<file path="config.mk">
export PLATFORM = sky130hd
export DESIGN_NAME = packet_fifo_dedup_range_count
export DESIGN_NICKNAME = d
export VERILOG_FILES = /design/src/hdl/pfdrc_pkg.sv /design/src/hdl/pfdrc_ctrl.sv /design/src/hdl/pfdrc_dp.sv /design/src/hdl/packet_fifo_dedup_range_count.sv
export SDC_FILE = /design/constraint.sdc
export NUM_CORES = 1
export LEC_CHECK = 0
export BUFFER_PORTS_ARGS = -buffer_cell sky130_fd_sc_hd__buf_2
export CORE_ASPECT_RATIO = 1.1
export CORE_MARGIN = 2
export CORE_UTILIZATION = 40
export CTS_CLUSTER_DIAMETER = 80
export DETAILED_ROUTE_END_ITERATION = 10
export PLACE_DENSITY = 0.57
export RECOVER_POWER = 100
export SKIP_LAST_GASP = 1
export SYNTH_ARGS = -nofsm -noshare
export SYNTH_HDL_FRONTEND = slang
export SYNTH_SLANG_ARGS = --single-unit
</file>
<file path="constraint.sdc">
create_clock -name clk -period 11.9 [get_ports clk]
set_input_delay 0 -clock clk [delete_from_list [all_inputs] [get_ports clk]]
set_output_delay 0 -clock clk [all_outputs]
set_load 0.005 [all_outputs]
</file>
<file path="src/hdl/pfdrc_pkg.sv">
// Shared types, constants and helpers for the deduplicating packet FIFO.
package pfdrc_pkg;

	localparam int DEPTH = 16;
	localparam int IDX_W = (DEPTH > 1) ? $clog2(DEPTH) : 1;
	localparam int OCC_W = $clog2(DEPTH + 1);
	localparam int CAP_W = 5;
	localparam int CNT_W = 5;
	localparam int LIM_W = (OCC_W > CAP_W) ? OCC_W : CAP_W;

	localparam logic [CAP_W-1:0] CAP_RESET = CAP_W'(16);
	localparam logic [CNT_W-1:0] CNT_MAX = '1;

	localparam logic [1:0] OP_ADD   = 2'd0;
	localparam logic [1:0] OP_FWD   = 2'd1;
	localparam logic [1:0] OP_COUNT = 2'd2;

	typedef struct packed {
		logic [1:0]  operation;
		logic [15:0] source;
		logic [15:0] destination;
		logic [31:0] timestamp;
		logic [31:0] start_time;
		logic [31:0] end_time;
	} req_t;

	typedef struct packed {
		logic        accepted;
		logic        packet_valid;
		logic [15:0] out_source;
		logic [15:0] out_destination;
		logic [31:0] out_timestamp;
		logic [CNT_W-1:0] match_count;
	} rsp_t;

	typedef struct packed {
		logic [15:0] source;
		logic [15:0] destination;
		logic [31:0] timestamp;
	} entry_t;

	typedef struct packed {
		logic start;
		logic rd;
		logic finish;
	} ctrl_cmd_t;

	typedef struct packed {
		logic             scan_done;
		logic [OCC_W-1:0] occ;
	} dp_status_t;

	function automatic logic [IDX_W-1:0] idx_next(input logic [IDX_W-1:0] idx);
		logic [IDX_W-1:0] nxt;
		if (idx == IDX_W'(DEPTH - 1)) begin
			nxt = '0;
		end else begin
			nxt = idx + IDX_W'(1);
		end
		return nxt;
	endfunction

endpackage

</file>
<file path="src/hdl/pfdrc_ctrl.sv">
// Controller state machine: accept, scan the held entries, commit and present the result.
module pfdrc_ctrl (
	input  logic                   clk,
	input  logic                   arst_n,
	input  logic                   req_valid,
	output logic                   req_stall,
	output logic                   rsp_valid,
	input  logic                   rsp_stall,
	input  pfdrc_pkg::dp_status_t  st,
	output pfdrc_pkg::ctrl_cmd_t   cmd
);

	typedef enum logic [1:0] {
		S_IDLE,
		S_SCAN,
		S_DONE
	} state_t;

	state_t state_q;
	logic   rsp_valid_q;
	logic   rsp_free;

	assign rsp_free   = !rsp_valid_q || !rsp_stall;
	assign req_stall  = (state_q != S_IDLE);
	assign rsp_valid  = rsp_valid_q;

	assign cmd.start  = (state_q == S_IDLE) && req_valid;
	assign cmd.rd     = (state_q == S_SCAN) && !st.scan_done;
	assign cmd.finish = (state_q == S_DONE) && rsp_free;

	always_ff @(posedge clk or negedge arst_n) begin
		if (!arst_n) begin
			state_q     <= S_IDLE;
			rsp_valid_q <= 1'b0;
		end else begin
			unique case (state_q)
				S_IDLE: begin
					if (req_valid) begin
						state_q <= S_SCAN;
					end
				end
				S_SCAN: begin
					// last read data is folded in on the edge that leaves this state
					if (st.scan_done) begin
						state_q <= S_DONE;
					end
				end
				S_DONE: begin
					if (rsp_free) begin
						state_q <= S_IDLE;
					end
				end
				default: begin
					state_q <= S_IDLE;
				end
			endcase

			if (cmd.finish) begin
				rsp_valid_q <= 1'b1;
			end else if (!rsp_stall) begin
				rsp_valid_q <= 1'b0;
			end
		end
	end

endmodule

</file>
<file path="src/hdl/pfdrc_dp.sv">
// Datapath: entry store, ring pointers, scan compare and result register.
module pfdrc_dp (
	input  logic                           clk,
	input  logic                           arst_n,
	input  pfdrc_pkg::req_t                req,
	output pfdrc_pkg::rsp_t                rsp,
	input  logic                           cfg_we,
	input  logic [pfdrc_pkg::CAP_W-1:0]    cfg_wdata,
	input  pfdrc_pkg::ctrl_cmd_t           cmd,
	output pfdrc_pkg::dp_status_t          st
);

	pfdrc_pkg::entry_t entry_q [pfdrc_pkg::DEPTH];

	logic [pfdrc_pkg::CAP_W-1:0] cap_q;
	logic [pfdrc_pkg::IDX_W-1:0] head_q;
	logic [pfdrc_pkg::IDX_W-1:0] tail_q;
	logic [pfdrc_pkg::OCC_W-1:0] occ_q;
	logic [pfdrc_pkg::IDX_W-1:0] pos_q;
	logic [pfdrc_pkg::OCC_W-1:0] left_q;
	logic                        match_q;
	logic [pfdrc_pkg::CNT_W-1:0] cnt_q;
	pfdrc_pkg::req_t             op_q;
	pfdrc_pkg::entry_t           rd_data_s1;
	logic                        rd_vld_s1;
	pfdrc_pkg::rsp_t             rsp_q;

	logic [pfdrc_pkg::LIM_W-1:0] lim;
	logic                        at_limit;
	logic                        hit_triple;
	logic                        hit_range;
	logic [pfdrc_pkg::OCC_W-1:0] scan_len;
	logic                        not_empty;
	logic                        do_add;
	pfdrc_pkg::rsp_t             rsp_d;

	assign not_empty = (occ_q != '0);

	always_comb begin
		lim = pfdrc_pkg::LIM_W'(cap_q);
		if (lim == '0) begin
			lim = pfdrc_pkg::LIM_W'(1);
		end
		if (lim > pfdrc_pkg::LIM_W'(pfdrc_pkg::DEPTH)) begin
			lim = pfdrc_pkg::LIM_W'(pfdrc_pkg::DEPTH);
		end
	end

	assign at_limit = (pfdrc_pkg::LIM_W'(occ_q) >= lim);

	always_comb begin
		case (req.operation) inside
			pfdrc_pkg::OP_ADD, pfdrc_pkg::OP_COUNT: scan_len = occ_q;
			pfdrc_pkg::OP_FWD: scan_len = not_empty ? pfdrc_pkg::OCC_W'(1) : '0;
			default: scan_len = '0;
		endcase
	end

	assign hit_triple = (rd_data_s1.source == op_q.source) &&
		(rd_data_s1.destination == op_q.destination) &&
		(rd_data_s1.timestamp == op_q.timestamp);
	assign hit_range = (rd_data_s1.destination == op_q.destination) &&
		(rd_data_s1.timestamp >= op_q.start_time) &&
		(rd_data_s1.timestamp <= op_q.end_time);

	assign do_add = cmd.finish && (op_q.operation == pfdrc_pkg::OP_ADD) && !match_q;

	assign st.scan_done = (left_q == '0);
	assign st.occ       = occ_q;
	assign rsp          = rsp_q;

	always_comb begin
		rsp_d = '0;
		case (op_q.operation)
			pfdrc_pkg::OP_ADD: rsp_d.accepted = !match_q;
			pfdrc_pkg::OP_FWD: begin
				if (not_empty) begin
					rsp_d.packet_valid    = 1'b1;
					rsp_d.out_source      = rd_data_s1.source;
					rsp_d.out_destination = rd_data_s1.destination;
					rsp_d.out_timestamp   = rd_data_s1.timestamp;
				end
			end
			pfdrc_pkg::OP_COUNT: rsp_d.match_count = cnt_q;
			default: ;
		endcase
	end

	// entry store: one write port at the tail, one registered read port
	always_ff @(posedge clk) begin
		if (do_add) begin
			entry_q[tail_q] <= '{source: op_q.source, destination: op_q.destination,
				timestamp: op_q.timestamp};
		end
		if (cmd.rd) begin
			rd_data_s1 <= entry_q[pos_q];
		end
	end

	always_ff @(posedge clk) begin
		if (cmd.start) begin
			op_q <= req;
		end
		if (cmd.finish) begin
			rsp_q <= rsp_d;
		end
	end

	always_ff @(posedge clk or negedge arst_n) begin
		if (!arst_n) begin
			cap_q     <= pfdrc_pkg::CAP_RESET;
			head_q    <= '0;
			tail_q    <= '0;
			occ_q     <= '0;
			pos_q     <= '0;
			left_q    <= '0;
			match_q   <= 1'b0;
			cnt_q     <= '0;
			rd_vld_s1 <= 1'b0;
		end else begin
			if (cfg_we) begin
				cap_q <= cfg_wdata;
			end

			rd_vld_s1 <= cmd.rd;

			if (cmd.start) begin
				pos_q   <= head_q;
				left_q  <= scan_len;
				match_q <= 1'b0;
				cnt_q   <= '0;
			end else if (cmd.rd) begin
				pos_q  <= pfdrc_pkg::idx_next(pos_q);
				left_q <= left_q - pfdrc_pkg::OCC_W'(1);
			end

			if (rd_vld_s1) begin
				if (hit_triple) begin
					match_q <= 1'b1;
				end
				if (hit_range && (cnt_q != pfdrc_pkg::CNT_MAX)) begin
					cnt_q <= cnt_q + pfdrc_pkg::CNT_W'(1);
				end
			end

			if (do_add) begin
				// evict the oldest when at or above the limit; occupancy then holds
				if (at_limit && not_empty) begin
					head_q <= pfdrc_pkg::idx_next(head_q);
				end else begin
					occ_q <= occ_q + pfdrc_pkg::OCC_W'(1);
				end
				tail_q <= pfdrc_pkg::idx_next(tail_q);
			end else if (cmd.finish && (op_q.operation == pfdrc_pkg::OP_FWD) && not_empty) begin
				head_q <= pfdrc_pkg::idx_next(head_q);
				occ_q  <= occ_q - pfdrc_pkg::OCC_W'(1);
			end
		end
	end

endmodule

</file>
<file path="src/hdl/packet_fifo_dedup_range_count.sv">
// Deduplicating bounded packet FIFO with forward and destination/time-range count.
// A request is taken only in the idle state; the scan then reads one held entry per cycle through the
// single store read port (every held entry for add and count, the head entry alone for forward, none
// when empty), and no new request is taken until the response has been registered.
// Reset: buffer empty, pointers zero, capacity limit 16; entry contents undefined.
module packet_fifo_dedup_range_count (
	input  logic                         clk,
	input  logic                         arst_n,
	input  logic                         req_valid,
	output logic                         req_stall,
	input  pfdrc_pkg::req_t              req,
	output logic                         rsp_valid,
	input  logic                         rsp_stall,
	output pfdrc_pkg::rsp_t              rsp,
	input  logic                         cfg_we,
	input  logic [pfdrc_pkg::CAP_W-1:0]  cfg_wdata
);

	pfdrc_pkg::ctrl_cmd_t  cmd;
	pfdrc_pkg::dp_status_t st;

	pfdrc_ctrl u_ctrl (
		.clk       (clk),
		.arst_n    (arst_n),
		.req_valid (req_valid),
		.req_stall (req_stall),
		.rsp_valid (rsp_valid),
		.rsp_stall (rsp_stall),
		.st        (st),
		.cmd       (cmd)
	);

	pfdrc_dp u_dp (
		.clk       (clk),
		.arst_n    (arst_n),
		.req       (req),
		.rsp       (rsp),
		.cfg_we    (cfg_we),
		.cfg_wdata (cfg_wdata),
		.cmd       (cmd),
		.st        (st)
	);

`ifndef SYNTHESIS
	a_occ_bound: assert property (@(posedge clk) disable iff (!arst_n)
		st.occ <= pfdrc_pkg::OCC_W'(pfdrc_pkg::DEPTH))
		else $error("occupancy above buffer depth");

	a_busy_after_accept: assert property (@(posedge clk) disable iff (!arst_n)
		(req_valid && !req_stall) |=> req_stall)
		else $error("new transaction taken while one is in flight");

	a_rsp_exclusive: assert property (@(posedge clk) disable iff (!arst_n)
		(rsp_valid && rsp.packet_valid) |-> (!rsp.accepted && rsp.match_count == '0))
		else $error("forward response carries add or count fields");
`endif

endmodule

</file>
## Word-level counts from Yosys, hierarchy flattened

Memories as Yosys holds them, arrays and structs flattened. A register that Yosys moved wholly into a read port is not among the register bits.
Cells that the tools add are included.

| storage, ports and cells | value |
|---|---|
| flip-flop bits (word level) | 238 |
| bits in latches | 0 |
| memory bits (writable) | 1024 |
| bits in read-only memories | 0 |
| input bits | 140 |
| output and inout bits | 73 |
| memories kept | 1 |

Memories:

| memory | depth | bits a word | rd ports | clocked after memory_dff | wr ports | line | source |
|---|---|---|---|---|---|---|---|
| u_dp.entry_q | 16 | 64 | 1 | 1 | 1 | pfdrc_dp.sv:13 | `pfdrc_pkg::entry_t entry_q [pfdrc_pkg::DEPTH];` |

| cells by class | value |
|---|---|
| add/sub/neg operators | 7 |
| multipliers | 0 |
| divide/modulo/power cells | 0 |
| order comparisons | 4 |
| eq/ne operators | 19 |
| shifts and indexed selects | 0 |
| muxes and demuxes | 33 |
| bitwise logic cells | 0 |
| reduce and logical (&&, ||, !) cells | 32 |

Operator list:

| cell | number |
|---|---|
| 2-to-1 mux 65 bit | 1 |
| 2-to-1 mux 5 bit | 12 |
| == test 16 bit | 2 |
| == test 32 bit | 1 |
| >= comparator 32 bit | 1 |
| <= comparator 32 bit | 1 |
| 2-to-1 mux 4 bit | 8 |
| logical AND 1 bit | 13 |
| adder 4 x 1 -> 4 bit, second input constant | 3 |
| == test 4 bit, second input constant | 3 |
| adder 5 x 1 -> 5 bit, second input constant | 2 |
| zero test 5 bit | 2 |
| subtractor 5 x 1 -> 5 bit, second input constant | 2 |
| 2-to-1 mux 1 bit | 8 |
| == test 2 x 1 -> 1 bit, second input constant | 3 |
| == test 2 bit, second input constant | 3 |
| zero test 2 bit | 3 |
| 2-to-1 mux 2 bit | 3 |
| inequality test 2 x 1 -> 1 bit, second input constant | 3 |
| inequality test 2 bit, second input constant | 3 |
| one-hot mux 2 bit (3 select lines) | 1 |
| AND reduction 2 bit | 3 |
| nonzero test 2 bit | 3 |
| >= comparator 5 bit | 1 |
| other kinds (7) | 10 |

## Depth between registers and ports, before layout

| depth | value |
|---|---|
| word-level depth | 8 |
| gate-level depth with buffers | 12 |

## Modules after synthesis

From an unflattened synthesis, not the netlist that was laid out.

| second synthesis, totals | value |
|---|---|
| cells, all modules | 2788 |
| area, all modules | 51934.8 µm² |

Modules (own cells, without submodules):

| module | times used | cells each | area each (µm²) |
|---|---|---|---|
| pfdrc_dp | 1 | 2773 | 51785.9 |
| pfdrc_ctrl | 1 | 15 | 148.9 |

## Least setup slack after synthesis

Ideal clock, no wire load.

| path | value |
|---|---|
| kind | reg-to-reg |
| start | register u_ctrl.state_q[0] |
| end | memory u_dp.entry_q[3][0] (netlist bit), enable pin |
| library setup time | 0.666 ns |
| arrival | 9.344 ns |
| slack | 1.890 ns |
| stages on the path, launching flop included | 8 |
| buffers on the path | 1 |
| path through | dfrtp_1 nand2b_1 nand2b_1 inv_1 and2_1 buf_4 inv_1 nor4b_1 |

RTL lines:

| item | line | source |
|---|---|---|
| start, declared | pfdrc_ctrl.sv:19 | `state_t state_q;` |
| start signal, assigned | pfdrc_ctrl.sv:33 | `state_q <= S_IDLE;` |
| start signal, assigned | pfdrc_ctrl.sv:39 | `state_q <= S_SCAN;` |
| start signal, assigned | pfdrc_ctrl.sv:45 | `state_q <= S_DONE;` |
| end, declared | pfdrc_dp.sv:13 |  |

==> summary.md <==
| Metric | Value |
|---|---|
| Clk sinks | `approximately 1300` |
| Routed Antenna Nets | `0` |
| Total number of vias | `around 25000` |
| Storage cell area | `~40000 um^2` |
| CP endpoint kind | `register` |
| Met2 WL post-DR | `roughly 60 mm` |
| Fin nets | `approximately 3100` |
| Maximum clock frequency | `about 0.13 GHz` |
| Crit-path max FO | `48` |
| Synth top cells by count | `edfxtp_1 (1289), mux4_2 (320), ha_1 (82), inv_1 (82), and2_1 (77)` |
| Fraction of registers with async set/reset | `2.79%` |
| Share of layout cells above drive strength 1 | `22.9%` |
| ANT cells | `0` |
| Footprint of the multi-input gates | `10900 um^2` |
| Cts hold-fix bufs | `around 280` |
| Die ar. | `around 130000 um^2` |
| # setup viols final | `0` |
| Top-count cell post-synth | `edfxtp_1` |
| Chip width | `around 350 um` |
| Clk_lat worst skew | `between 0.7 and 0.8 ns` |
| Main area contributors after synthesis | `edfxtp_1 (75%), mux4_2 (14%), ha_1 (2.0%)` |
| Final period utilization | `about 64%` |
| Max VDD drop | `~0.00020 V` |
| WL met3 | `just under 8 mm` |
| I/O Buffers | `212` |
| Hpwl dp | `68.2 mm` |
| Clock H-tree levels | `4` |
| Power, Total | `between 10 and 15 mW` |
| GRT overflow | `0` |
| Pwr Density | `about 220 nW/um^2` |
| Least-Margin Pin Slew | `4.62 ns` |
| Library cells used by synthesis | `50` |
| Clock transition at path regs | `approximately 0.06 ns` |
| Iter 0 DRT Violations | `~2300` |
| Root Buffer | `clkbuf_16` |
| Leakage | `~20 nW` |
| Synth area leader | `edfxtp_1` |
| Final Hold Fails | `0` |
| Core region area | `around 130000 um^2` |
| Mapped Nets | `~2500` |
| Cell area after synthesis | `about 50000 um^2` |
| CP required | `between 10 and 15 ns` |
| Initial Util | `40.4%` |
| RSZ-0062 raised after global routing | `no` |
| Post-synth top area share | `between 70 and 80%` |
| Synth Register Bits | `roughly 1300` |
| Total Routing Usage GR | `19.0%` |
| Clock skew | `roughly 0.024 ns` |
| Core Util, Final | `~48%` |
| Main synth FF type | `edfxtp_1` |
| Largest net degree at the start of global routing | `161` |
| TritonRoute pass-1 iters | `8` |
| Crit Path Class | `register to register` |
| Synth Instances | `about 2300` |
| Post-synth EDFFs | `roughly 1300` |
| Area grow syn2layout | `19.4%` |
| Min-delay worst type | `primary input to register` |
| Vias in the first global route | `approximately 27000` |
| Resized Gates After CTS | `0` |
| Uppermost layer routed | `met5` |
| Status | `finished, violations left` |
| RD Place Congestion | `a little under 0.8` |
| Sequential fraction of the synthesis area | `between 70% and 80%` |
| Max-Cap Viols | `38` |
| Ports | `roughly 210` |
| Failing checks | `capacitance limit, slew limit` |
| Number of buffers created by CTS | `140` |
| First-pass GRT wire length | `between 150 and 200 mm` |
| Sum of negative setup slack | `0 ns` |
| Setup bufs post-CTS | `0` |
| R2R Setup Slk | `~4.3 ns` |
| Die height | `between 300 and 400 um` |
| TritonCTS clock tree | `yes` |
| Std cell rows | `about 140` |
| Syn avg cell area | `approximately 22 um^2` |
| CP startpoint kind | `register` |
| CTS Buffer Depth | `3` |
| M1 wire length | `52.6 mm` |
| Residual DRC | `0` |
| Warnings from Yosys | `0` |
| Max Slew Vio Count | `1403` |
| Fin crit period | `7.65 ns` |
| Crit path DAT | `roughly 7.9 ns` |
| Worst slew margin | `-210%` |
| Detailed-route wire length per cell | `about 27 um` |
| Final wirelength | `between 100 and 150 mm` |
| Initial antenna violation count | `5` |
| Fillers | `10401` |
| Via-to-Cell Ratio | `5.38` |
[cell families after synthesis]
logic type	count (synthesis)	synth area share, %
multiplexers	333	14.3
buffers and inverters	169	1.56
flip-flops	1326	77.2
XOR/XNOR	76	1.30
AO/OA/AOI/OAI	92	1.09
AND/OR/NAND/NOR	230	2.48
adder cells (fa/ha/maj)	83	2.04
[worst paths after layout]
check / startpoint / endpoint / cells after the start
setup / recovery: u_ctrl.state_q[0]$_DFFE_PN0P_ / u_dp.entry_q[14][40]$_DFFE_PP_ / 7
hold / removal: cfg_we / u_dp.cap_q[4]$_DFFE_PN1P_ / 3
setup reg to reg: u_ctrl.state_q[0]$_DFFE_PN0P_ / u_dp.entry_q[14][40]$_DFFE_PP_ / 7
hold reg to reg: u_dp.occ_q[4]$_DFFE_PN0P_ / u_dp.occ_q[4]$_DFFE_PN0P_ / 1
max in group asynchronous: arst_n / u_dp.pos_q[3]$_DFFE_PN0P_ / 4
min in group asynchronous: arst_n / u_dp.cap_q[4]$_DFFE_PN1P_ / 3
[flip-flops by register name, summed over array words and instances (netlist names)]
| register | count |
|---|---|
| u_dp.entry_q | 1024 |
| u_dp.cnt_q | 5 |
| u_dp.op_q | 130 |
| u_ctrl.state_q | 2 |
| u_ctrl.rsp_valid | 1 |
| u_dp.cap_q | 5 |
| u_dp.head_q | 4 |
| u_dp.tail_q | 4 |
| u_dp.rd_data_s1 | 64 |
| u_dp.left_q | 5 |
| u_dp.match_q | 1 |
| u_dp.rsp | 71 |
| u_dp.occ_q | 5 |
| u_dp.rd_vld_s1 | 1 |
| u_dp.pos_q | 4 |
[where the power goes]
part           switching, mW  internal, mW
registers              0.524          5.64
clock network           1.79          2.43
logic                   1.36          1.47
total                   3.68          9.53
[routing by layer]
layer,global-route usage (%),up-vias
met5,0,-
met4,5.88,2
met3,3.89,181
met2,30.9,835
met1,25.9,13367
li1,-,10704
[stage by stage]
| stage | hold WS (ns) | instances | worst slack, ns | instance area (um^2) |
|---|---|---|---|---|
| detailed placement | 0.178 | 4141 | 7.51 | 54400 |
| CTS | 0.00262 | 4666 | 7.51 | 61600 |
| global placement | 0.168 | 4141 | 7.55 | 54400 |
| floorplan | -0.296 | 2309 | 1.89 | 51300 |
| global route | 0.0688 | 4666 | 3.75 | 61300 |
| finish | 0.0711 | 4666 | 4.25 | 61300 |
[placed cells by master (no fill, tap or decap), types with 6 or more instances in the layout]
master / netlist / routed
clkinv_2: 0 / 14
a21oi_1: 28 / 29
clkinv_1: 1 / 23
nand2_1: 47 / 47
a21o_1: 8 / 8
o21ai_0: 26 / 26
nor4_1: 10 / 9
nand4_1: 26 / 26
inv_1: 82 / 81
nand3b_1: 8 / 8
dlygate4sd3_1: 0 / 274
nor3_1: 8 / 8
nor2_1: 18 / 17
buf_2: 11 / 146
clkbuf_1: 41 / 127
edfxtp_1: 1289 / 1289
nand3_1: 14 / 14
mux2_2: 9 / 9
mux4_2: 320 / 320
and2_0: 0 / 60
buf_4: 12 / 9
o211ai_1: 6 / 6
nor2b_1: 7 / 7
inv_6: 0 / 8
clkinvlp_4: 0 / 7
clkbuf_16: 0 / 142
and2_1: 77 / 17
ha_1: 82 / 82
dfrtp_1: 36 / 33
xor2_1: 9 / 9
bufinv_16: 0 / 9
xnor2_1: 67 / 67
[area by class of cell]
cell class | count | share of cell area (%)
tap | 1668 | 3.41
sequential | 1326 | 64.7
multi-input combinational | 814 | 17.8
timing repair buffer | 525 | 6.39
clock buffer | 179 | 6.09
inverter | 83 | 0.512
clock inverter | 71 | 1.14
[worst max-delay path, stage by stage (launching register included)]
cell and delay [ns]:
dfrtp_1 0.39, nand2b_1 0.18, nand2b_1 0.21, clkinvlp_2 1.00, and2_0 0.54, and3_1 0.30
and2_0 1.23, clkbuf_1 3.23
(Power assumes the default switching activity.)
